===== config.mk =====
export PLATFORM = sky130hd
export DESIGN_NAME = tea_queue
export DESIGN_NICKNAME = d
export VERILOG_FILES = /design/src/rtl/core/tea_pkg.sv /design/src/rtl/core/tea_queue.sv
export VERILOG_INCLUDE_DIRS = /design/src /design/src/rtl/core
export SDC_FILE = /design/constraint.sdc
export NUM_CORES = 1
export LEC_CHECK = 0
export ABC_CLOCK_PERIOD_IN_PS = 5400
export BUFFER_PORTS_ARGS = -buffer_cell sky130_fd_sc_hd__buf_2
export CORE_ASPECT_RATIO = 1.1
export CORE_MARGIN = 2
export CORE_UTILIZATION = 42
export DETAILED_ROUTE_END_ITERATION = 6
export HOLD_SLACK_MARGIN = 0.12
export PLACE_DENSITY = 0.65
export SLEW_MARGIN = 15
export SYNTH_ARGS = -nofsm -noshare
export SYNTH_HDL_FRONTEND = slang
export SYNTH_SLANG_ARGS = --single-unit

===== constraint.sdc =====
create_clock -name clk -period 5.4 [get_ports clk]
set_input_delay 0.54 -clock clk [delete_from_list [all_inputs] [get_ports clk]]
set_output_delay 0.54 -clock clk [all_outputs]
set_load 0.01 [all_outputs]

===== src/rtl/core/assert_macros.svh =====
// Assertion macros for the RTL, used by tea_queue; they compile away when SYNTHESIS is set.
`ifndef ASSERT_MACROS_SVH
`define ASSERT_MACROS_SVH

`ifndef SYNTHESIS

// prop must hold at every clock edge outside reset
`define TEA_ASSERT(label, clk, rst_n, prop) \
	label: assert property (@(posedge clk) disable iff (!(rst_n)) (prop)) \
		else $error("tea assertion failed");

// cond at one edge implies prop at the next edge
`define TEA_ASSERT_NEXT(label, clk, rst_n, cond, prop) \
	label: assert property (@(posedge clk) disable iff (!(rst_n)) (cond) |=> (prop)) \
		else $error("tea assertion failed");

`else

`define TEA_ASSERT(label, clk, rst_n, prop)
`define TEA_ASSERT_NEXT(label, clk, rst_n, cond, prop)

`endif

`endif


===== src/rtl/core/tea_pkg.sv =====
// Package: TEA cipher constants, item, queue and key types, round sum and mix functions.
`default_nettype none

package tea_pkg;

	localparam int WORD_W = 32;
	localparam int ROUNDS = 32;
	// two half-round stages per Feistel cycle
	localparam int STAGES = 2 * ROUNDS;

	localparam logic [WORD_W-1:0] DELTA = 32'h9e37_79b9;

	localparam logic CMD_ENCRYPT = 1'b0;
	localparam logic CMD_DECRYPT = 1'b1;

	localparam int KEY_IDX_W = 2;
	localparam logic [KEY_IDX_W-1:0] KEY_IDX_0 = 2'd0;
	localparam logic [KEY_IDX_W-1:0] KEY_IDX_1 = 2'd1;
	localparam logic [KEY_IDX_W-1:0] KEY_IDX_2 = 2'd2;
	localparam logic [KEY_IDX_W-1:0] KEY_IDX_3 = 2'd3;

	localparam int QUEUE_DEPTH = 4;
	localparam int QUEUE_AW    = $clog2(QUEUE_DEPTH);

	typedef struct packed {
		logic [WORD_W-1:0] k0;
		logic [WORD_W-1:0] k1;
		logic [WORD_W-1:0] k2;
		logic [WORD_W-1:0] k3;
	} key_t;

	typedef struct packed {
		logic              dec;
		logic [WORD_W-1:0] a;
		logic [WORD_W-1:0] b;
	} blk_t;

	typedef struct packed {
		logic push;
	} q_wr_t;

	typedef struct packed {
		logic empty;
	} q_rd_t;

	// running sum after n additions of DELTA, modulo 2^32
	function automatic logic [WORD_W-1:0] round_sum(input int unsigned n);
		logic [WORD_W-1:0] nn;
		nn = WORD_W'(n);
		return WORD_W'(DELTA * nn);
	endfunction

	function automatic logic [WORD_W-1:0] mix(
		input logic [WORD_W-1:0] x,
		input logic [WORD_W-1:0] sum,
		input logic [WORD_W-1:0] ka,
		input logic [WORD_W-1:0] kb
	);
		return ((x << 4) + ka) ^ (x + sum) ^ ((x >> 5) + kb);
	endfunction

endpackage

`default_nettype wire


===== src/rtl/core/tea_queue.sv =====
// Short FIFO between the front end and the round pipeline.
`default_nettype none
`include "assert_macros.svh"

module tea_queue (
	input  wire logic            clk,
	input  wire logic            arst_n,
	input  wire tea_pkg::q_wr_t  wr,
	input  wire tea_pkg::blk_t   wr_data,
	input  wire logic            pop,
	output logic                 full,
	output tea_pkg::q_rd_t       rd,
	output tea_pkg::blk_t        rd_data
);
	import tea_pkg::*;

	blk_t                mem_q [QUEUE_DEPTH];
	logic [QUEUE_AW-1:0] wr_ptr_q;
	logic [QUEUE_AW-1:0] rd_ptr_q;
	logic [QUEUE_AW:0]   count_q;
	logic                empty;

	assign empty = (count_q == '0);
	assign full  = (count_q == (QUEUE_AW+1)'(QUEUE_DEPTH));

	always_ff @(posedge clk or negedge arst_n) begin
		if (!arst_n) begin
			wr_ptr_q <= '0;
			rd_ptr_q <= '0;
			count_q  <= '0;
		end else begin
			if (wr.push) begin
				wr_ptr_q <= wr_ptr_q + 1'b1;
			end
			if (pop) begin
				rd_ptr_q <= rd_ptr_q + 1'b1;
			end
			case ({wr.push, pop})
				2'b10:   count_q <= count_q + 1'b1;
				2'b01:   count_q <= count_q - 1'b1;
				default: count_q <= count_q;
			endcase
		end
	end

	always_ff @(posedge clk) begin
		if (wr.push) begin
			mem_q[wr_ptr_q] <= wr_data;
		end
	end

	assign rd_data  = mem_q[rd_ptr_q];
	assign rd.empty = empty;

	`TEA_ASSERT(a_no_overflow, clk, arst_n, !(wr.push && full))
	`TEA_ASSERT(a_no_underflow, clk, arst_n, !(pop && empty))
	`TEA_ASSERT(a_count_bound, clk, arst_n, count_q <= (QUEUE_AW+1)'(QUEUE_DEPTH))
	`TEA_ASSERT_NEXT(a_push_fills, clk, arst_n, wr.push && !pop, !empty)
endmodule

`default_nettype wire


== Yosys cells after proc, flatten, opt, wreduce, memory -nomap -nowiden ==
Memories as Yosys holds them, arrays and structs flattened.
Cells that the tools add are included.
Operators by class
  multiplexer cells: 3
  equal/unequal tests: 3
  add/sub/neg operators: 4
  reductions and logical operators: 2
Operator list (count)
  case mux 3 bit (2 select lines): 1
  adder 2 x 1 -> 2 bit, second input constant: 2
  adder 3 x 1 -> 3 bit, second input constant: 1
  equality test 3 bit, second input constant: 1
  zero test 3 bit: 1
  subtractor 3 x 1 -> 3 bit, second input constant: 1
  equality test 2 x 1 -> 1 bit, second input constant: 1
  equality test 2 bit, second input constant: 1
  two-way mux 1 bit: 2
  nonzero test 2 bit: 1
Word-level totals
  output and inout bits: 67
  memories kept: 1
  bits in registers: 7
  RAM bits: 260
  logic and storage cells: 16
  input bits: 69
Memory list
  mem_q: depth 4, width 65, rd ports 1, clocked after Yosys merged registers in 0, write ports 1, RTL line tea_queue.sv:17  | blk_t mem_q [QUEUE_DEPTH];

== Longest topological paths before layout ==
Gate-level depths: netlist (run 1).
  word-level depth: 2
  gate-level depth with buffers: 7
  mapped depth without buffers: 7

== Least setup slack after synthesis (run 1) ==
Ideal clock, no wire load.
  path kind: register -> register
  start point: reg wr_ptr_q[0]
  end point: mem mem_q[0][0] in the netlist's numbering, enable pin
  arrival: 2.148 ns
  cell stages (with the launch flop): 4
  buffers on the path: 0
  required time: 4.970 ns
  setup time: 0.430 ns
  clock period less this slack: 2.578 ns
  setup slack: 2.822 ns
  path through: dfrtp_1 inv_1 ha_1 and2_1
RTL lines
  start, declared: RTL line tea_queue.sv:18  | logic [QUEUE_AW-1:0] wr_ptr_q;
  start signal, assigned: RTL line tea_queue.sv:33  | wr_ptr_q <= wr_ptr_q + 1'b1;
  end, declared: RTL line tea_queue.sv:17
No word-level cell before the write port.

==> results of run 1 <==
[registers in the layout, indices dropped and copies added, names as in the netlist]
signal    cells
mem_q       260
count_q       3
rd_ptr_q      2
wr_ptr_q      2
[cell type report]
type                    instances  area (um2)
fillers                      1882       11400
flip-flops and latches        267        7990
repair buffers                137         693
inverters                       6        22.5
clock inverters                12        82.6
well taps                     300         375
clock buffers                  36         709
multi-input cells              89        1670
[through the flow]
stage / utilization / setup slack (ns) / cell area, um2 / total power [mW]
after detailed placement: 0.468 / 2.42 / 10700 / 4.66
after global placement: 0.468 / 2.42 / 10700 / 4.62
after global routing: 0.503 / 1.74 / 11500 / 6.51
final: 0.503 / 2.01 / 11500 / 6.22
after floorplan: - / 2.82 / 9810 / 4.08
after CTS: 0.503 / 1.86 / 11500 / 6.33
[repair_timing]
action / CTS / global route
hold endpoints to repair: 7 / 0
hold buffers: 1 / 0
gates resized for setup: 0 / 0
[synth_stat cells, drive strengths merged]
cell type and n:
edfxtp 260, mux4 65, buf 13, dfrtp 7
inv 6, ha 5, and2 4, xor2 4
nand2 3, clkbuf 2, o21ai 2, xnor2 2
and3 1, fa 1, nor2 1, nor3 1
[cell families after synthesis]
kind of cell / Yosys count / share of synthesized area
compound gates: 2 / 0.00102
flops: 267 / 0.814
xor+xnor: 6 / 0.00536
mux: 65 / 0.149
buf+inv: 21 / 0.0172
simple gates: 10 / 0.00523
fa+ha+maj: 6 / 0.00842
[worst max-delay path, cell delays in order, from the launching register on]
cell and delay, ns:
dfrtp_4 1.12, buf_4 0.48, mux4_2 0.56, buf_2 0.16
[per-layer routing]
metal  share of wire  wire length [um]  track usage
met5          0.0018                30            0
met4           0.019               320       0.0386
met3           0.059              1010       0.0292
met2            0.51              8690        0.243
met1            0.41              7080        0.177
[power groups by stage]
stage	Clock [mW]	Combinational (mW)	Sequential, mW
2_1_floorplan	0	1.25	2.83
3_3_place_gp	0	1.54	3.08
3_5_place_dp	0	1.56	3.10
4_1_cts	1.71	1.57	3.05
5_1_grt	1.78	1.64	3.09
6_report	1.67	1.52	3.03
[how the worst max path moves through the flow]
stage	from	end	slack [ns]
after floorplan	wr_ptr_q[0]	mem_q[0][0]	2.82
after global placement	rd_ptr_q[0]	rd_data[19]	2.42
after detailed placement	rd_ptr_q[0]	rd_data[19]	2.42
after CTS	rd_ptr_q[0]	rd_data[19]	1.86
after global routing	rd_ptr_q[0]	rd_data[21]	1.74
final	rd_ptr_q[0]	rd_data[13]	2.01
==> flow_summary.toml, run 1 <==
[floorplanning]
initial_core_util = 0.428
die-area_um2 = 24600
floorplan.rows = 58
die_x_um = 150
core_um2 = 22900
ioPinCount = 136
fp.dieH_um = 164

[timing]
period_share = 0.629
setup_violations = 0
tightest_slew_ns = 1.05
clock.fmax_ghz = 0.295
holdWs_ns = 0.231
skew_ns = 0.00760
finalSetupTns_ns = 0
rsz0062_at_grt = "false"
slew_violations = 0
finalHoldViolations = 0
post-route-min-period_ns = 3.39
maxSlewHeadroom = 0.299

[hold_path]
hold_depth = 1
hold_class = "input pin to register"
hold_end = "mem_q[0][10]"
min_from = "wr_data[10]"

[global_routing]
overflow = 0
grt_usage = 0.139
grt_pass1_wl_mm = 25.9
grt_start_max_net_pins = 67
antenna_found_initial = 2
grt_pass1_vias = 4745

[clock_network]
insertion_delay_ns = 0.51
root_buffer = "clkbuf_16"
cts.htree.levels = 1
clk_pin_slew_worst_paths_ns = 0.06
clkSinkCount = 267
numCtsBuffers = 26
cts_setup_buffers = 0
cts_buffer_depth = 3
cts_tree = "built"

[yosys]
synth_area_um2 = 9810
syn_nets = 452
syn_area_per_cell_um2 = 26.0
synthCells = 377
synth_area_leaders = "edfxtp_1, mux4_2, dfrtp_1"
synth.distinct_cells = 19
yosysTopAreaCellShare = 0.796
ys_seq_area_frac = 0.814
yosys.area.top_type = "edfxtp_1"
yosysWarnings = 0
ys_ff_latch = 267

[run_status]
status = "finished, final reports clean"

[place]
gp_congestion = 0.673
place_inst = 798
dp_hpwl_mm = 9.52
portBuffers = 135

[pwr]
power_frac_clock = 0.268
cell_internal_pwr_mw = 4.47
power_frac_comb = 0.244
leakage_nw = 3.94
p_sw_mw = 1.75
powerDensity_nw_per_um2 = 539
worst_ir_drop_vdd_mv = 0.376
pwr-share-seq = 0.488
swShare = 0.281

[worst_setup_path]
path_class = "register to primary output"
worstPathArrival_ns = 2.85
crit_path_end_kind = "primary output"
critPathMaxFanout = 51
reg2reg_to = "mem_q[0][44]"
cp.required_ns = 4.86
critPathLaunchType = "register"
worstRegToRegCells = 3
reg2reg_slack_ns = 3.45
r2r-start = "wr_ptr_q[0]"

[layout]
finalNetCount = 602
final_common_cell = "edfxtp_1"
area_delta_synth_final_pct = 17.6
final_cell_mix = "edfxtp_1, buf_2, mux4_2"
final_cell_count_no_fill = 847
antennaDiodeCount = 0
drive_above_1_share = 0.442

[route]
wl_mm = 17.1
firstDrtPassIters = 6
drc = 0
postRouteAntennaNets = 0
drt_iter0_drc = 199
via_per_inst = 5.09
wl_per_cell_um = 20.2
vias = 4310

[run]
maxCapViolations = 0
Note: power is estimated with default switching activity, not from simulation.
==> run 2: changes to the inputs <==
ABC_AREA = 1   (was not set)
ABC_CLOCK_PERIOD_IN_PS = 3400   (was 5400)
clock period = 3.4 ns   (was 5.4 ns; I/O delays follow)
==> run 2 against run 1 <==
First-iteration DRC count grew 80%; sequential share of layout area decreased by 9.5 points; cell count increased by 62%; final area is 16% higher; via count increased by 49%; critical path depth up 1; critical path type unchanged; largest power group unchanged.
==> flow_summary.toml, run 2 <==
[clock_network]
cts.htree.levels = 1
clkSinkCount = 267
numCtsBuffers = 27
clk_pin_slew_worst_paths_ns = 0.06
cts_setup_buffers = 0
cts_tree = "built"
cts_buffer_depth = 3
root_buffer = "clkbuf_16"
insertion_delay_ns = 0.52

[place]
gp_congestion = 0.716
pre_cts_ws_ns = 1.24
postPlaceCellArea_um2 = 11800
place_inst = 1256
dp_hpwl_mm = 12.1
portBuffers = 135

[yosys]
ys_seq_area_frac = 0.736
yosysMostFrequentCell = "edfxtp_1"
yosysTopAreaCellShare = 0.720
synth_area_um2 = 10800
synth_top_flop_cell = "edfxtp_1"
ys_ff_latch = 267
synth_common_cells = "edfxtp_1, nand2_1, inv_1"
yosysWarnings = 0
synthArstFlopShare = 0.0262
synth_area_leaders = "edfxtp_1, o211ai_1, nand2_1"
synth_edf_count = 260
synth.distinct_cells = 19
yosys.area.top_type = "edfxtp_1"
syn_area_per_cell_um2 = 13.4
synthCells = 807
syn_nets = 882

[layout]
fin_area_um2 = 13400
largest_register = "mem_q"
seq_area_um2 = 7990
area_delta_synth_final_pct = 23.2
largest_reg_flops = 260
final_cell_count_no_fill = 1375
final_core_utilization = 0.527
final_common_cell = "edfxtp_1"
reg_top3 = "mem_q: 260 flops, count_q: 3 flops"
final_cell_mix = "edfxtp_1, nand2_1, inv_1"
multi_input_area_um2 = 1980
fill_cells = 2165
finalNetCount = 1082
drive_above_1_share = 0.207

[timing]
maxSlewHeadroom = 0.411
post-route-min-period_ns = 2.44
clock.fmax_ghz = 0.410
holdWs_ns = 0.198
slew_violations = 0
finalSetupTns_ns = 0
period_share = 0.717
setup_violations = 0
skew_ns = 0.0150
finalHoldViolations = 0
tightest_slew_ns = 0.883
rsz0062_at_grt = "false"
timing.final.ws_setup_ns = 0.962

[pwr]
powerDensity_nw_per_um2 = 837
p_total_mw = 11.2
worst_ir_drop_vdd_mv = 0.760
leakage_nw = 5.39

[floorplanning]
die_x_um = 157
ioPinCount = 136
initial_core_util = 0.428
floorplan.rows = 61
core_um2 = 25300
fp.dieH_um = 173
die-area_um2 = 27100

[route]
drc = 0
drt_iter0_drc = 359
firstDrtPassIters = 5
wl_per_cell_um = 15.1
via_per_inst = 4.68
vias = 6438
wl_mm = 20.8
postRouteAntennaNets = 0

[worst_setup_path]
worstPathArrival_ns = 2.10
reg2reg_to = "mem_q[0][43]"
path_class = "register to primary output"
cp.depth = 4
path_cells = "buf_4, o211ai_1, nand2_1, buf_2"
crit_path_end_kind = "primary output"
r2r-start = "wr_ptr_q[0]"
critPathMaxFanout = 65
startpoint = "rd_ptr_q[1]"
cp_slowest_cell = "buf_4"
cp.required_ns = 3.06
cp-endpoint = "rd_data[10]"
reg2reg_slack_ns = 1.28
critPathTopFamily = "buffers and inverters"
path_buf_inv = 2
critPathLaunchType = "register"
cpPeakStageDelay_ns = 0.69
worstRegToRegCells = 5

[global_routing]
grt_start_max_net_pins = 101
grt_pass1_wl_mm = 32.1
grt_usage = 0.151
antenna_found_initial = 2
grt_pass1_vias = 6231
overflow = 0

[run_status]
status = "finished, final reports clean"

[hold_path]
hold_class = "input pin to async pin"

[run]
maxCapViolations = 0
-- run 2: layout make-up --
class | instances | area share
Sequential cell | 267 | 0.598
Clock inverter | 15 | 0.0140
Multi-Input combinational cell | 352 | 0.148
Timing Repair Buffer | 215 | 0.112
Clock buffer | 34 | 0.0548
Inverter | 144 | 0.0408
Antenna cell | 2 | 0.000374
Tap cell | 346 | 0.0324
-- run 2: cells by family after synthesis --
group | synth area share
AOI/OAI and AO/OA | 0.0983
xor gates and xnor gates | 0.00323
adders and majority gates | 0.00761
buffers and inverters | 0.0816
DFF | 0.736
and+or+nand+nor | 0.0733
-- run 2: how the worst min path moves through the flow --
stage               startpoint          end  slack [ns]  cells after the start
floorplan               arst_n   count_q[0]        0.04                      0
global placement        arst_n   count_q[0]        0.19                      1
detailed placement      arst_n   count_q[0]        0.19                      1
CTS                     arst_n  rd_ptr_q[0]        0.18                      2
global route            arst_n  rd_ptr_q[0]        0.21                      2
finish                  arst_n  rd_ptr_q[0]        0.20                      2
-- run 2: power breakdown --
group          leakage, nW  switching, mW  internal [mW]
logic                 2.47           2.42           1.28
registers             2.47          0.161           4.31
clock network        0.443           1.18           1.83
total                 5.39           3.76           7.42
-- run 2: worst reg2reg max path: cells and delay by family, from the launching register on --
family,cells,cell delay [ns]
DFF,1,0.40
adders and majority gates,1,0.19
and+or+nand+nor,1,0.08
buffers and inverters,3,1.13
-- run 2: metal layers --
layer  GRT usage  routed length [um]  vias to the layer above
li1            -                   -                     3197
met1       0.192                8950                     3082
met2       0.264               10500                      134
met3      0.0311                1070                       25
met4      0.0352                 310                        0
met5           0                   0                        -
-- run 2: repair_timing --
| item | 4_1_cts | 5_1_grt |
|---|---|---|
| setup endpoints to repair | 0 | 0 |
| resized for setup | 0 | 0 |
| hold buffers | 68 | 0 |
| hold endpoints to repair | 270 | 0 |
==> run 3: changes to the inputs <==
ABC_CLOCK_PERIOD_IN_PS = 2350   (was 3400)
clock period = 2.35 ns   (was 3.4 ns; I/O delays follow)
==> run 3 against run 2 <==
Clock power increased by 32%; core utilization about the same; global-route usage about the same; sequential share of layout area about the same; power increased by 42%; critical path depth increased by 2; clock skew decreased by 0.0031 ns; sequential power increased by 45%; die area unchanged; count of clock-buffer cells in the layout increased by 4; hold slack improved by 0.26 ns; largest cell class unchanged; highest routed layer is now met5.
==> flow_summary.toml, run 3 (synthesis results as in run 2) <==
[run_status]
status = "finished, final reports clean"

[timing]
tightest_slew_ns = 0.520
slew_violations = 0
finalSetupTns_ns = 0
finalHoldViolations = 0
maxSlewHeadroom = 0.653
timing.final.ws_setup_ns = 0.216
post-route-min-period_ns = 2.13
rsz0062_at_grt = "false"
skew_ns = 0.0119
period_share = 0.908
setup_violations = 0
clock.fmax_ghz = 0.469

[layout]
antennaDiodeCount = 0
fin_area_um2 = 13400
area_delta_synth_final_pct = 23.2
drive_above_1_share = 0.204
finalNetCount = 1088
reg_top3 = "mem_q: 260 flops, count_q: 3 flops"
largest_register = "mem_q"
final_core_utilization = 0.528
fill_cells = 2102
largest_reg_flops = 260
final_common_cell = "edfxtp_1"
final_cell_mix = "edfxtp_1, nand2_1, inv_1"

[worst_setup_path]
critPathMaxFanout = 40
cp.required_ns = 2.12
critPathLaunchType = "register"
cp_slowest_cell = "dfrtp_4"
path_cells = "buf_12, buf_4, nand2_1, o211ai_1, nand2_1, buf_2"
crit_path_end_kind = "primary output"
cpPeakStageDelay_ns = 0.45
cpMostUsedCell = "nand2_1"
worstPathArrival_ns = 1.90
path_class = "register to primary output"

[clock_network]
clkSinkCount = 267
post_cts_resized = 0
root_buffer = "clkbuf_16"
cts_buffer_depth = 3
cts_tree = "built"
insertion_delay_ns = 0.52
numCtsBuffers = 27
cts.htree.levels = 1
clk_pin_slew_worst_paths_ns = 0.06

[global_routing]
grt_usage = 0.151
antenna_found_initial = 1
grt_pass1_vias = 6579
grt_start_max_net_pins = 98
overflow = 0
grt_pass1_wl_mm = 32.5

[pwr]
worst_ir_drop_vdd_mv = 0.821
p_total_mw = 15.9
leakage_nw = 5.37
powerDensity_nw_per_um2 = 1190

[floorplanning]
fp.dieH_um = 173
initial_core_util = 0.428
ioPinCount = 136
die-area_um2 = 27100
floorplan.rows = 61
die_x_um = 157
core_um2 = 25300

[route]
drc = 0
postRouteAntennaNets = 0
via_per_inst = 4.69
vias = 6465
wl_mm = 20.5
firstDrtPassIters = 4
wl_per_cell_um = 14.9
drt_iter0_drc = 337

[place]
dp_hpwl_mm = 11.6
gp_congestion = 0.694
pre_cts_ws_ns = 0.692
postPlaceCellArea_um2 = 11900
portBuffers = 135

[hold_path]
hold_class = "input pin to register"

[run]
maxCapViolations = 0
run 3: changes by cell type in the layout (fill, tap and decap cells not counted), sizes merged:
cell and change:
inv -1, bufinv -3, dlygate4sd3 +1, buf +5, diode -2, clkbuf +4
run 3: report_power, final:
group / internal, mW / switching [mW]
Clock: 2.31 / 1.67
Combinational: 1.96 / 3.48
Sequential: 6.23 / 0.235
Total: 10.5 / 5.38
run 3: cell type report:
cell class / instances / area (um2) / area share
multi-input cells: 352 / 1980 / 0.148
repair buffers: 221 / 1590 / 0.119
clock inverters: 11 / 76.3 / 0.00571
clock buffers: 38 / 747 / 0.0559
flip-flops and latches: 267 / 7990 / 0.598
inverters: 144 / 551 / 0.0412
well taps: 346 / 433 / 0.0324
run 3: metrics by stage:
| stage | hold slack, ns | instances |
|---|---|---|
| 3_5_place_dp | 0.0851 | 1261 |
| 4_1_cts | 0.438 | 1379 |
| 5_1_grt | 0.455 | 1379 |
| 2_1_floorplan | -0.0606 | 807 |
| 6_report | 0.459 | 1379 |
| 3_3_place_gp | 0.0796 | 1261 |
run 3: final timing paths:
path                        startpoint      endpoint  slack [ns]  cells after the start
max in group asynchronous       arst_n   rd_ptr_q[0]        1.37                      3
min in group asynchronous       arst_n   rd_ptr_q[1]        0.69                      3
setup reg to reg           wr_ptr_q[0]  mem_q[2][35]        0.71                      5
hold reg to reg             count_q[2]    count_q[2]        0.50                      2
hold / removal             wr_data[30]  mem_q[0][30]        0.46                      2
setup / recovery           rd_ptr_q[0]   rd_data[57]        0.22                      6
run 3: metal layers:
layer | routed length [um] | part of all wire | global-route usage | up-vias
li1 | - | - | - | 3205
met1 | 8740 | 0.43 | 0.181 | 3072
met2 | 10200 | 0.50 | 0.269 | 147
met3 | 1120 | 0.055 | 0.0336 | 39
met4 | 433 | 0.021 | 0.0447 | 2
met5 | 7 | 0.00034 | 0 | -
run 3: timing repair:
action / 4_1_cts / 5_1_grt
setup buffers: 0 / 0
hold buffers: 69 / 0
endpoints found under the hold margin: 272 / 0
run 3: worst max-delay path: cells and delay by family, from the launching register on:
| kind | cells | cell delay [ns] |
|---|---|---|
| buf+inv | 3 | 0.64 |
| flops | 1 | 0.45 |
| compound gates | 1 | 0.09 |
| simple gates | 2 | 0.17 |
