==> src/rtl/core/assert_macros.svh <==
// Assertion macros for the RTL, used by tea_queue; they compile away when SYNTHESIS is set.
`ifndef ASSERT_MACROS_SVH
`define ASSERT_MACROS_SVH

`ifndef SYNTHESIS

// prop must hold at every clock edge outside reset
`define TEA_ASSERT(label, clk, rst_n, prop) \
	label: assert property (@(posedge clk) disable iff (!(rst_n)) (prop)) \
		else $error("tea assertion failed");

// cond at one edge implies prop at the next edge
`define TEA_ASSERT_NEXT(label, clk, rst_n, cond, prop) \
	label: assert property (@(posedge clk) disable iff (!(rst_n)) (cond) |=> (prop)) \
		else $error("tea assertion failed");

`else

`define TEA_ASSERT(label, clk, rst_n, prop)
`define TEA_ASSERT_NEXT(label, clk, rst_n, cond, prop)

`endif

`endif

==> src/rtl/core/tea_pkg.sv <==
// Package: TEA cipher constants, item, queue and key types, round sum and mix functions.
`default_nettype none

package tea_pkg;

	localparam int WORD_W = 32;
	localparam int ROUNDS = 32;
	// two half-round stages per Feistel cycle
	localparam int STAGES = 2 * ROUNDS;

	localparam logic [WORD_W-1:0] DELTA = 32'h9e37_79b9;

	localparam logic CMD_ENCRYPT = 1'b0;
	localparam logic CMD_DECRYPT = 1'b1;

	localparam int KEY_IDX_W = 2;
	localparam logic [KEY_IDX_W-1:0] KEY_IDX_0 = 2'd0;
	localparam logic [KEY_IDX_W-1:0] KEY_IDX_1 = 2'd1;
	localparam logic [KEY_IDX_W-1:0] KEY_IDX_2 = 2'd2;
	localparam logic [KEY_IDX_W-1:0] KEY_IDX_3 = 2'd3;

	localparam int QUEUE_DEPTH = 4;
	localparam int QUEUE_AW    = $clog2(QUEUE_DEPTH);

	typedef struct packed {
		logic [WORD_W-1:0] k0;
		logic [WORD_W-1:0] k1;
		logic [WORD_W-1:0] k2;
		logic [WORD_W-1:0] k3;
	} key_t;

	typedef struct packed {
		logic              dec;
		logic [WORD_W-1:0] a;
		logic [WORD_W-1:0] b;
	} blk_t;

	typedef struct packed {
		logic push;
	} q_wr_t;

	typedef struct packed {
		logic empty;
	} q_rd_t;

	// running sum after n additions of DELTA, modulo 2^32
	function automatic logic [WORD_W-1:0] round_sum(input int unsigned n);
		logic [WORD_W-1:0] nn;
		nn = WORD_W'(n);
		return WORD_W'(DELTA * nn);
	endfunction

	function automatic logic [WORD_W-1:0] mix(
		input logic [WORD_W-1:0] x,
		input logic [WORD_W-1:0] sum,
		input logic [WORD_W-1:0] ka,
		input logic [WORD_W-1:0] kb
	);
		return ((x << 4) + ka) ^ (x + sum) ^ ((x >> 5) + kb);
	endfunction

endpackage

`default_nettype wire

==> src/rtl/core/tea_in_if.sv <==
// Input channel: command and 64-bit block with valid/ready handshake.
`default_nettype none

interface tea_in_if;
	import tea_pkg::*;

	logic              valid;
	logic              ready;
	logic              command;
	logic [WORD_W-1:0] first_half;
	logic [WORD_W-1:0] second_half;

	modport source (output valid, command, first_half, second_half, input ready);
	modport sink   (input valid, command, first_half, second_half, output ready);
endinterface

`default_nettype wire

==> src/rtl/core/tea_front.sv <==
// Front end: key registers, input transfer, command decode and queue push.
`default_nettype none

module tea_front (
	input  wire logic                            clk,
	input  wire logic                            arst_n,
	tea_in_if.sink                               req,
	input  wire logic                            cfg_we,
	input  wire logic [tea_pkg::KEY_IDX_W-1:0]   cfg_index,
	input  wire logic [tea_pkg::WORD_W-1:0]      cfg_data,
	input  wire logic                            q_full,
	output tea_pkg::q_wr_t                       q_wr,
	output tea_pkg::blk_t                        q_data,
	output tea_pkg::key_t                        key
);
	import tea_pkg::*;

	key_t key_q;
	logic hold_vld_q;
	blk_t hold_q;
	logic push;

	assign push      = hold_vld_q && !q_full;
	assign req.ready = !hold_vld_q || push;

	always_ff @(posedge clk or negedge arst_n) begin
		if (!arst_n) begin
			key_q <= '0;
		end else if (cfg_we) begin
			case (cfg_index)
				KEY_IDX_0: key_q.k0 <= cfg_data;
				KEY_IDX_1: key_q.k1 <= cfg_data;
				KEY_IDX_2: key_q.k2 <= cfg_data;
				KEY_IDX_3: key_q.k3 <= cfg_data;
				default: ;
			endcase
		end
	end

	always_ff @(posedge clk or negedge arst_n) begin
		if (!arst_n) begin
			hold_vld_q <= 1'b0;
		end else if (req.ready) begin
			hold_vld_q <= req.valid;
		end
	end

	always_ff @(posedge clk) begin
		if (req.valid && req.ready) begin
			hold_q.dec <= (req.command == CMD_DECRYPT);
			hold_q.a   <= req.first_half;
			hold_q.b   <= req.second_half;
		end
	end

	assign q_wr.push = push;
	assign q_data    = hold_q;
	assign key       = key_q;
endmodule

`default_nettype wire

==> src/flat_wrapper.sv <==
// flat-port wrapper written by rule: the top's interface ports become plain ports
module tea_front_flat import tea_pkg::*;
  (clk, arst_n, cfg_we, cfg_index, cfg_data, q_full, q_wr, q_data, key, req_valid, req_command, req_first_half, req_second_half, req_ready);
  tea_in_if req_i ();
  input  wire logic clk;
  input  wire logic arst_n;
  input  wire logic cfg_we;
  input  wire logic [tea_pkg::KEY_IDX_W-1:0] cfg_index;
  input  wire logic [tea_pkg::WORD_W-1:0] cfg_data;
  input  wire logic q_full;
  output tea_pkg::q_wr_t q_wr;
  output tea_pkg::blk_t q_data;
  output tea_pkg::key_t key;
  input wire logic [$bits(req_i.valid)-1:0] req_valid;
  input wire logic [$bits(req_i.command)-1:0] req_command;
  input wire logic [$bits(req_i.first_half)-1:0] req_first_half;
  input wire logic [$bits(req_i.second_half)-1:0] req_second_half;
  output wire logic [$bits(req_i.ready)-1:0] req_ready;
  assign req_i.valid = req_valid;
  assign req_i.command = req_command;
  assign req_i.first_half = req_first_half;
  assign req_i.second_half = req_second_half;
  assign req_ready = req_i.ready;
  tea_front u_core (.clk(clk), .arst_n(arst_n), .req(req_i), .cfg_we(cfg_we), .cfg_index(cfg_index), .cfg_data(cfg_data), .q_full(q_full), .q_wr(q_wr), .q_data(q_data), .key(key));
endmodule
==> config.mk <==
export PLATFORM = sky130hd
export DESIGN_NAME = tea_front_flat
export DESIGN_NICKNAME = d
export VERILOG_FILES = /design/src/rtl/core/assert_macros.svh /design/src/rtl/core/tea_pkg.sv /design/src/rtl/core/tea_in_if.sv /design/src/rtl/core/tea_front.sv /design/src/flat_wrapper.sv
export SDC_FILE = /design/constraint.sdc
export NUM_CORES = 1
export LEC_CHECK = 0
export ABC_CLOCK_PERIOD_IN_PS = 3200
export CAP_MARGIN = 20
export CORE_MARGIN = 2
export CORE_UTILIZATION = 50
export DETAILED_ROUTE_END_ITERATION = 16
export DONT_BUFFER_PORTS = 1
export PLACE_DENSITY = 0.66
export SYNTH_ARGS = -nofsm -noshare
export SYNTH_HDL_FRONTEND = slang
export SYNTH_SLANG_ARGS = --single-unit
export TNS_END_PERCENT = 10
==> constraint.sdc <==
create_clock -name clk -period 3.2 [get_ports clk]
set_input_delay 0.16 -clock clk [delete_from_list [all_inputs] [get_ports clk]]
set_output_delay 0.16 -clock clk [all_outputs]
set_load 0.03 [all_outputs]
After elaboration in Yosys (flattened, before gate mapping)

Cells that the tools add are included.

Shift-type cells: 0
Div/mod/pow operators: 0
Equality and inequality tests: 3
Bitwise operators: 0
Muxes and demuxes: 0
Reductions and logical operators: 10
Multipliers: 0
$lt $le $gt $ge: 0
Add/sub/neg operators: 0

Operator list:

| kind                                                 | number |
|---|---|
| AND reduction 2 bit                                  | 4 |
| equality test 2 bit (second input constant)          | 2 |
| equality test 2 x 1 -> 1 bit (second input constant) | 1 |
| logical AND 1 bit                                    | 2 |
| zero test 1 bit                                      | 2 |
| zero test 2 bit                                      | 1 |
| logical OR 1 bit                                     | 1 |

Bits in latches: 0
Memories kept: 0
Output and inout port bits: 195
Register bits after elaboration: 194
RAM bits: 0
Memory bits (read-only): 0
Input port bits: 104

Depth between registers and ports, before layout

Gate-level depths: netlist (run 1).

Depth after elaboration: 4
Gate-level depth with buffers: 3
Mapped depth without buffers: 2

Worst setup path before layout (run 1)

No wires, ideal clock.

Path type: register -> register
Start: reg u_core.hold_vld_q
End: reg u_core.hold_q, in the netlist u_core.q_data[0], enable pin
Cell stages (with the launch flop): 3
Path slack: 566 ps
Arrival time: 2,204 ps
Setup time: 430 ps
Cell sequence: dfrtp_1 -> nand2_1 -> and2_1

Longest elaborated chain between the ends: 3
Elaborated cells on any way between the ends: 4

RTL lines:

| item                                                 | RTL line                         | text |
|---|---|---|
| start, declared                                      | tea_front.sv:19                  | `logic hold_vld_q;` |
| start signal, assigned                               | tea_front.sv:44                  | `hold_vld_q <= req.valid;` |
| zero test 1 bit or logical AND 1 bit (tied branches) | tea_front.sv:24, tea_front.sv:23 |  |
| logical OR 1 bit *                                   | tea_front.sv:24                  | `assign req.ready = !hold_vld_q \|\| push;` |
| net req_ready                                        | flat_wrapper.sv:18               | `output wire logic [$bits(req_i.ready)-1:0] req_ready;` |
| logical AND 1 bit *                                  | tea_front.sv:49                  | `if (req.valid && req.ready) begin` |
| end, declared                                        | tea_front.sv:20                  | `blk_t hold_q;` |

Mark *: on every way through the listed nets, which the timed path passes. The rest lies on a longest branch.
A chain may end at the register's enable or synchronous reset.

Worst setup path after layout (run 1)

Start: reg u_core.hold_vld_q
End: reg u_core.hold_q, in the netlist u_core.q_data[56], enable pin

The elaborated chain is that of the path after synthesis.

==> results of run 1 <==
-- cell usage in the layout, fill, tap and decap left out, types with 2 or more instances in the layout --
cell | synthesis | layout
buf_4 | 3 | 5
clkbuf_1 | 0 | 4
clkbuf_16 | 0 | 17
clkinv_4 | 0 | 2
clkinvlp_2 | 0 | 2
clkinvlp_4 | 0 | 3
dfrtp_1 | 129 | 129
dlygate4sd3_1 | 0 | 99
edfxtp_1 | 65 | 65
mux2_1 | 2 | 2
mux2_2 | 126 | 126
nand3b_1 | 2 | 2
-- worst max-delay path, stage by stage, from the launching register on --
cell	delay (ps)
dfrtp_1	380
nand2_1	270
and2_2	220
buf_4	620
-- report_power, final --
part	switching [W]	total [W]	leakage (nW)	internal, W
Clock	0.000833	0.00189	0.243	0.00106
Sequential	0.000988	0.00392	2.14	0.00293
Combinational	0.000197	0.000520	1.01	0.000324
-- layer usage --
| layer | vias to the layer above | global-route usage | wire [µm] |
|---|---|---|---|
| met5 | - | 0 | 0 |
| met4 | 0 | 0.100 | 370 |
| li1 | 1468 | - | - |
| met2 | 193 | 0.380 | 8320 |
| met1 | 1781 | 0.230 | 5320 |
| met3 | 26 | 0.104 | 1760 |
-- worst max-delay path by stage --
stage / startpoint / endpoint / slack, ps / depth (start not counted)
2_1_floorplan: u_core.hold_vld_q / u_core.q_data[0] / 570 / 2
6_report: u_core.hold_vld_q / u_core.q_data[56] / 1320 / 3
4_1_cts: u_core.hold_vld_q / u_core.q_data[56] / 1350 / 3
3_3_place_gp: u_core.hold_vld_q / u_core.q_data[56] / 1410 / 3
5_1_grt: u_core.hold_vld_q / u_core.q_data[56] / 1250 / 3
3_5_place_dp: u_core.hold_vld_q / u_core.q_data[56] / 1370 / 3
-- registers in the layout, summed over array words and instances, names as in the netlist --
signal	flops
u_core.key	128
u_core.hold_vld_q	1
u_core.q_data	65
-- layout make-up --
| cell class | count | area [µm²] | area share |
|---|---|---|---|
| Antenna cell | 1 | 2.50 | 0.000295 |
| Clock buffer | 21 | 440 | 0.0518 |
| Clock inverter | 10 | 88.8 | 0.0105 |
| Multi-Input combinational cell | 136 | 1510 | 0.178 |
| Sequential cell | 194 | 5180 | 0.610 |
| Tap cell | 176 | 220 | 0.0259 |
| Timing Repair Buffer | 105 | 1060 | 0.124 |
-- stage by stage --
stage / instances / power (W) / hold slack [ps] / setup slack (ps) / util
after floorplan: 342 / 0.00418 / -136 / 566 / -
after CTS: 642 / 0.00640 / 57.8 / 1350 / 0.644
after detailed placement: 511 / 0.00434 / -134 / 1370 / 0.527
final: 643 / 0.00633 / 79.9 / 1320 / 0.644
after global placement: 511 / 0.00431 / -133 / 1410 / 0.527
after global routing: 643 / 0.00658 / 65.4 / 1250 / 0.644
-- cells by family (layout without fill, tap and decap cells) --
kind of cell	after synthesis	count (layout)	share of synthesized area
AND/OR/NAND/NOR	8	8	0.00816
flip-flops	194	194	0.768
multiplexers	128	128	0.214
buffers and inverters	12	136	0.0100
other	0	1	0
==> results.ini, run 1 <==
[synth]
ys.flop_type = dfrtp_1
synth_cells = 342
synth_warnings = 0
synth_commonest_cells = 129 x dfrtp_1, 126 x mux2_2, 65 x edfxtp_1
syn_nets = 446
yosysTopAreaCell = dfrtp_1
syn_area_um2 = 6740
ys_top_cells_by_area = dfrtp_1 48%, edfxtp_1 29%, mux2_2 21%, buf_2 0.67%, buf_4 0.33%
synth-seq-area-share = 0.768
synth_top_area_frac = 0.479
synth_edf_count = 65
ys_types = 13
synth_most_common_cell = dfrtp_1
postSynth.asyncResetShare = 0.665
synth_seq_cells = 194
syn-mean-instance-area_um2 = 19.7

[floorplanning]
die-area_um2 = 14400
die_x_um = 120
die_h_um = 120
pin_count = 299
rows = 42
core_um2 = 13200
start_util = 0.511

[detailed_routing]
antenna_left = 0
vias_per_cell = 5.39
via_count = 3468
routed_wl_um = 15800
drcViolationCount = 0
first_pass_iters = 4
wl_per_cell_um = 24.5
drt_iter0_markers = 234

[worst_setup_path]
endpoint_kind = flop
crit_type = reg -> reg
cp-start-kind = flop
critPathArrivalTime_ps = 1920
reg2reg_to = u_core.q_data[56]
rr_worst_depth = 3
r2r_start = u_core.hold_vld_q
reg2reg_setup_slack_ps = 1320
critPathRequiredTime_ps = 3250
critPathMaxFanout = 65

[sta]
hold_viol_final = 0
post-route-period-util = 0.586
setup_violations = 0
relSlewSlack = 0.491
rsz0062_at_grt = false
fin_skew_ps = 4.08
tightest_slew_ps = 764
timing.setup.tns_ps = 0
slew_violations = 0
min_period_ps = 1880
clock.fmax_mhz = 533

[finish]
postLayoutCellArea_um2 = 8500
fin_nets = 558
fillCellCount = 911
drive_gt1_frac = 0.345
area_growth_pct = 26.0

[cts]
cts_buffer_depth = 2
clk_latency_ps = 420
cts-buffers-inserted = 17
ctsHoldBuffers = 100
h-tree-depth = 4
cts_post_setup_buffers_inserted = 0
cts_resized = 0
cts_root_buffer = clkbuf_16
cts_num_sinks = 194
cts_tree = yes
cts.reportedPaths.clkPinSlew_ps = 60

[place]
postPlaceCellArea_um2 = 6950
dpl.hpwl_um = 10200
io_buffers = 0
place_congestion = 0.746

[grt]
grt_overflow_total = 0
grt_pass1_wl_um = 23000
grt_pass1_vias = 3762
track_usage = 0.221
antenna_found_initial = 1
grt_max_degree = 130

[pwr]
cellPowerDensity_nw_per_um2 = 745
ir_worst_vdd_uv = 348
leakage_nw = 3.39

[min_path]
hold_path_depth = 2
min_from = cfg_index[0]
hold_class = in -> reg
holdPathEnd = u_core.key[108]

[run]
drv_cap = 0

[run_status]
status = complete, no violations

Note: power is estimated with default switching activity, not from simulation.
==> run 2: changes to the inputs <==
--- a/config.mk
+++ b/config.mk
@@ -5,13 +5,13 @@
 export SDC_FILE = /design/constraint.sdc
 export NUM_CORES = 1
 export LEC_CHECK = 0
-export ABC_CLOCK_PERIOD_IN_PS = 3200
+export ABC_CLOCK_PERIOD_IN_PS = 1700
 export CAP_MARGIN = 20
 export CORE_MARGIN = 2
 export CORE_UTILIZATION = 50
 export DETAILED_ROUTE_END_ITERATION = 16
 export DONT_BUFFER_PORTS = 1
-export PLACE_DENSITY = 0.66
+export PLACE_DENSITY = 0.69
 export SYNTH_ARGS = -nofsm -noshare
 export SYNTH_HDL_FRONTEND = slang
 export SYNTH_SLANG_ARGS = --single-unit
==> constraint.sdc (replaced) <==
create_clock -name clk -period 1.7 [get_ports clk]
set_input_delay 0.085 -clock clk [delete_from_list [all_inputs] [get_ports clk]]
set_output_delay 0.085 -clock clk [all_outputs]
set_load 0.03 [all_outputs]
==> results.ini, run 2 (synthesis results as in run 1) <==
[worst_setup_path]
crit_type = reg -> reg
critPathRequiredTime_ps = 2000
crit_chain = nand2_1 > buf_4 > nand2b_1 > dlygate4sd3_1
critPathArrivalTime_ps = 1680
endpoint_kind = flop
cp_slowest_cell = dlygate4sd3_1
critPathMaxFanout = 2
cpLargestDelayFamily = buffers and inverters
cp.buffers_inverters = 2
cp-start-kind = flop
cpPeakStageDelay_ps = 560

[detailed_routing]
routed_wl_um = 16100
first_pass_iters = 4
antenna_left = 0
vias_per_cell = 5.37
wl_per_cell_um = 24.6
drt_iter0_markers = 220
drcViolationCount = 0
via_count = 3504

[pwr]
cellPowerDensity_nw_per_um2 = 1430
p_int_w = 0.00843
clkPwrFrac = 0.322
leakage_nw = 3.45
ir_worst_vdd_uv = 1040
seqPwrFrac = 0.601
switchingPower_w = 0.00384
swShare = 0.313
p_comb_frac = 0.076

[sta]
setup_violations = 0
slew_violations = 0
rsz0062_at_grt = false
min_period_ps = 1380
hold_viol_final = 129
holdWs_ps = -641
tightest_slew_ps = 597
fin_skew_ps = 7.31
clock.fmax_mhz = 725
timing.setup.tns_ps = 0
post-route-period-util = 0.811
relSlewSlack = 0.601

[finish]
fin_nets = 563
drive_gt1_frac = 0.360
multi_input_area_um2 = 1510
largest_reg_flops = 128
area_growth_pct = 27.6
register_area_um2 = 5180
mostFrequentLayoutCells = 129 x dfrtp_1, 126 x mux2_2, 99 x dlygate4sd3_1, 65 x edfxtp_1, 17 x clkbuf_16
instances_no_fill = 653
fillCellCount = 897
layout_commonest_cell = dfrtp_1

[cts]
cts-buffers-inserted = 17
cts.reportedPaths.clkPinSlew_ps = 70
cts_tree = yes
ctsHoldBuffers = 99
cts_buffer_depth = 2
clk_latency_ps = 420
cts_num_sinks = 194
h-tree-depth = 4
cts_root_buffer = clkbuf_16

[floorplanning]
rows = 42
die-area_um2 = 14400
die_x_um = 120
die_h_um = 120
core_um2 = 13200
pin_count = 299
start_util = 0.511

[min_path]
hold_class = in -> async

[place]
place_congestion = 0.726
io_buffers = 0
placed_cells = 517
dpl.hpwl_um = 10700

[run]
drv_cap = 0

[run_status]
violations = negative hold slack
status = complete, but fails checks

[grt]
grt_pass1_wl_um = 23800
grt_max_degree = 130
grt_overflow_total = 0
antenna_found_initial = 3
grt_pass1_vias = 3914
track_usage = 0.226

-- run 2: cell count changes in the layout (fill, tap and decap cells not counted), moves of 2 or more --
cell       previous run  this run
clkinv_4              2         4
bufinv_16             1         3
buf_4                 5        10
clkbuf_1              4         0
diode_2               1         5
-- run 2: what timing repair did --
item,in CTS,in global routing
buffers inserted,0,0
hold endpoints to repair,323,129
gates resized for setup,0,0
-- run 2: final cells by class --
type / instances / share of cell area
clock inverter: 15 / 0.0195
clock buffer: 17 / 0.0495
antenna: 5 / 0.00145
multi-input combinational: 136 / 0.176
timing repair buffer: 110 / 0.126
sequential: 194 / 0.602
tap: 176 / 0.0256
-- run 2: worst paths after layout --
| check | from | endpoint | slack (ps) | cells after the start |
|---|---|---|---|---|
| min in group clk | cfg_index[1] | u_core.key[100] | 120 | 3 |
| setup reg to reg | u_core.hold_vld_q | u_core.hold_vld_q | 320 | 4 |
| hold reg to reg | u_core.key[100] | u_core.key[100] | 720 | 1 |
| setup / recovery | u_core.hold_vld_q | u_core.hold_vld_q | 320 | 4 |
| max in group asynchronous | arst_n | u_core.key[113] | 2130 | 0 |
| hold / removal | arst_n | u_core.key[42] | -640 | 0 |
-- run 2: through the flow --
step	worst slack, ps	power, W	utilization	instance area (µm²)
2_1_floorplan	98.5	0.00786	-	6750
3_3_place_gp	439	0.00812	0.531	7010
3_5_place_dp	419	0.00819	0.531	7010
4_1_cts	314	0.0123	0.651	8590
5_1_grt	269	0.0127	0.652	8600
6_report	321	0.0123	0.652	8600
-- run 2: metal layers --
layer,share of wire,track usage,vias to the layer above
met2,0.53,0.395,183
met3,0.11,0.103,24
met5,0,0,-
li1,-,-,1491
met1,0.35,0.240,1806
met4,0.017,0.0816,0
-- run 2: power groups by stage --
stage / Clock, W / Combinational [W] / Sequential [W]
after CTS: 0.00402 / 0.000942 / 0.00738
final: 0.00395 / 0.000938 / 0.00737
after detailed placement: 0 / 0.000722 / 0.00746
after global placement: 0 / 0.000666 / 0.00745
after global routing: 0.00423 / 0.00102 / 0.00745
after floorplan: 0 / 0.000609 / 0.00725
==> run 3: changes to the inputs <==
--- a/config.mk
+++ b/config.mk
@@ -5,7 +5,8 @@
 export SDC_FILE = /design/constraint.sdc
 export NUM_CORES = 1
 export LEC_CHECK = 0
-export ABC_CLOCK_PERIOD_IN_PS = 1700
+export ABC_AREA = 1
+export ABC_CLOCK_PERIOD_IN_PS = 1250
 export CAP_MARGIN = 20
 export CORE_MARGIN = 2
 export CORE_UTILIZATION = 50
==> constraint.sdc (replaced) <==
create_clock -name clk -period 1.25 [get_ports clk]
set_input_delay 0.0625 -clock clk [delete_from_list [all_inputs] [get_ports clk]]
set_output_delay 0.0625 -clock clk [all_outputs]
set_load 0.03 [all_outputs]
==> results.ini, run 3 <==
[place]
dpl.hpwl_um = 12800
io_buffers = 0
pre_cts_slack_ps = 33.7
place_congestion = 0.767

[floorplanning]
rows = 43
start_util = 0.514
die_x_um = 124
pin_count = 299
die_h_um = 124

[cts]
h-tree-depth = 4
cts-buffers-inserted = 17
cts_buffer_depth = 2
ctsHoldBuffers = 165
cts_num_sinks = 194
cts_resized = 2
cts_root_buffer = clkbuf_16
cts_post_setup_buffers_inserted = 0

[synth]
synth_seq_cells = 194
synth_warnings = 0
synth_top_area_frac = 0.449
syn_nets = 745
synth_most_common_cell = nand2_1
ys_top_cells_by_area = dfrtp_1 45%, edfxtp_1 27%, nand2_1 14%, nand4_1 8.4%, nand3_1 2.4%
synth-seq-area-share = 0.721
ys.flop_type = dfrtp_1
synth_edf_count = 65
ys_types = 13
synth_cells = 641
synth_commonest_cells = 259 x nand2_1, 129 x dfrtp_1, 96 x nand4_1
postSynth.asyncResetShare = 0.665
yosysTopAreaCell = dfrtp_1
syn_area_um2 = 7190
syn-mean-instance-area_um2 = 11.2

[run_status]
failing_step = clock tree synthesis
status = stopped before the end
tool.error = [ERROR RSZ-0060] Max buffer count reached.

## run 3: cells by family after synthesis
| group | share of synthesized area |
|---|---|
| AND/OR/NAND/NOR | 0.245 |
| buffers and inverters | 0.0343 |
| flip-flops | 0.721 |
| AO/OA/AOI/OAI | 0.000695 |
## run 3: stage by stage
step	instance area [µm²]	std cells
2_1_floorplan	7200	641
3_3_place_gp	7330	788
3_5_place_dp	7330	788
==> run 4: changes to the inputs <==
--- a/config.mk
+++ b/config.mk
@@ -6,13 +6,13 @@
 export NUM_CORES = 1
 export LEC_CHECK = 0
 export ABC_AREA = 1
-export ABC_CLOCK_PERIOD_IN_PS = 1250
+export ABC_CLOCK_PERIOD_IN_PS = 1600
 export CAP_MARGIN = 20
 export CORE_MARGIN = 2
-export CORE_UTILIZATION = 50
+export CORE_UTILIZATION = 35
 export DETAILED_ROUTE_END_ITERATION = 16
 export DONT_BUFFER_PORTS = 1
-export PLACE_DENSITY = 0.69
+export PLACE_DENSITY_LB_ADDON = 0.15
 export SYNTH_ARGS = -nofsm -noshare
 export SYNTH_HDL_FRONTEND = slang
 export SYNTH_SLANG_ARGS = --single-unit
==> constraint.sdc (replaced) <==
create_clock -name clk -period 1.6 [get_ports clk]
set_input_delay 0.08 -clock clk [delete_from_list [all_inputs] [get_ports clk]]
set_output_delay 0.08 -clock clk [all_outputs]
set_load 0.03 [all_outputs]
==> results.ini, run 4 <==
[synth]
synth_seq_cells = 194
synth-seq-area-share = 0.721
postSynth.asyncResetShare = 0.665
synth_most_common_cell = nand2_1
synth_edf_count = 65
syn_area_um2 = 7190
synth_cells = 641
ys.flop_type = dfrtp_1
ys_types = 13
synth_warnings = 0
synth_top_area_frac = 0.449
ys_top_cells_by_area = dfrtp_1 45%, edfxtp_1 27%, nand2_1 14%, nand4_1 8.4%, nand3_1 2.4%
syn-mean-instance-area_um2 = 11.2
yosysTopAreaCell = dfrtp_1
synth_commonest_cells = 259 x nand2_1, 129 x dfrtp_1, 96 x nand4_1
syn_nets = 745

[place]
io_buffers = 0
placed_cells = 873
dpl.hpwl_um = 13500
pre_cts_slack_ps = 334
postPlaceCellArea_um2 = 7410
place_congestion = 0.796

[grt]
grt_pass1_vias = 5786
track_usage = 0.215
grt_max_degree = 130
grt_pass1_wl_um = 35400
antenna_found_initial = 0
grt_overflow_total = 0

[detailed_routing]
antenna_left = 0
first_pass_iters = 5
drcViolationCount = 0
vias_per_cell = 5.29
drt_iter0_markers = 387
wl_per_cell_um = 21.9
routed_wl_um = 23200
via_count = 5604

[cts]
clk_latency_ps = 430
cts_root_buffer = clkbuf_16
cts_tree = yes
ctsHoldBuffers = 155
cts_post_setup_buffers_inserted = 0
cts.reportedPaths.clkPinSlew_ps = 80
cts_buffer_depth = 2
cts_num_sinks = 194
h-tree-depth = 4
cts_resized = 0
cts-buffers-inserted = 17

[finish]
n_antenna_cell = 0
drive_gt1_frac = 0.0620
multi_input_area_um2 = 1780
largest_reg_flops = 128
fin_nets = 881
fillCellCount = 1866
area_growth_pct = 33.6
fin_util = 0.476
layout_commonest_cell = nand2_1
instances_no_fill = 1060
register_area_um2 = 5180
mostFrequentLayoutCells = 259 x nand2_1, 152 x dlygate4sd3_1, 129 x dfrtp_1, 96 x nand4_1, 65 x edfxtp_1
postLayoutCellArea_um2 = 9600

[worst_setup_path]
critPathRequiredTime_ps = 1520
cpPeakStageDelay_ps = 480
critPathMaxFanout = 3
critPathArrivalTime_ps = 1380
crit_chain = inv_1 > nor2_1
endpoint_kind = primary output
crit_type = reg -> out
cp_slowest_cell = nor2_1
reg2reg_setup_slack_ps = 330
cp-start-kind = flop

[sta]
clock.fmax_mhz = 686
fin_skew_ps = 4.98
holdWs_ps = -663
setup_violations = 0
relSlewSlack = 0.578
tightest_slew_ps = 631
min_period_ps = 1460
rsz0062_at_grt = false
setup_ws_ps = 142
hold_viol_final = 129
slew_violations = 0
post-route-period-util = 0.912

[floorplanning]
core_um2 = 20200
die_h_um = 147
die_x_um = 147
die-area_um2 = 21700
start_util = 0.356
rows = 52
pin_count = 299

[pwr]
cellPowerDensity_nw_per_um2 = 1330
leakage_nw = 4.22
ir_worst_vdd_uv = 693
totalPowerFinal_w = 0.0128

[run]
drv_cap = 0

[run_status]
status = complete, but fails checks
violations = negative hold slack

[min_path]
hold_class = in -> async

[run 4: report_power, final]
| part | internal (W) | switching, W |
|---|---|---|
| Combinational | 0.000471 | 0.000581 |
| Clock | 0.00213 | 0.00215 |
| Sequential | 0.00575 | 0.00174 |
| Total | 0.00835 | 0.00447 |
[run 4: critical path, delay by kind of cell, from the launching register on]
kind | cells | cell delay [ps]
DFF | 1 | 420
buffers and inverters | 1 | 50
and+or+nand+nor | 1 | 480
[run 4: per-stage QoR]
| step | TNS (ps) | hold WS [ps] |
|---|---|---|
| final | 0 | -663 |
| after global routing | 0 | -696 |
| after CTS | 0 | -687 |
| after detailed placement | 0 | -213 |
| after global placement | 0 | -212 |
| after floorplan | -22060 | -216 |
[run 4: final timing paths]
path / start / to / cells past startpoint
worst min register to register: u_core.key[60] / u_core.key[60] / 2
worst min-delay path: arst_n / u_core.key[119] / 0
min in group clk: q_full / u_core.hold_vld_q / 2
worst max-delay path: u_core.hold_vld_q / q_wr / 2
worst max register to register: u_core.hold_vld_q / u_core.q_data[54] / 2
max in group asynchronous: arst_n / u_core.hold_vld_q / 0
[run 4: cell type report]
cell class,instances,share of cell area
clock buffer,17,0.0443
clock inverter,15,0.0181
inverter,4,0.00156
multi-input combinational,393,0.185
sequential,194,0.539
tap,270,0.0352
timing repair buffer,167,0.176
[run 4: cells by family after synthesis]
kind of cell | count (synthesis) | synth area share
buffers and inverters | 54 | 0.0343
AO/OA/AOI/OAI | 1 | 0.000695
flip-flops | 194 | 0.721
AND/OR/NAND/NOR | 392 | 0.245
[run 4: routing by layer]
metal  track usage  routed length, µm
met1         0.265               9370
met2         0.355              11400
met3        0.0811               2170
met4        0.0591                291
met5             0                  0
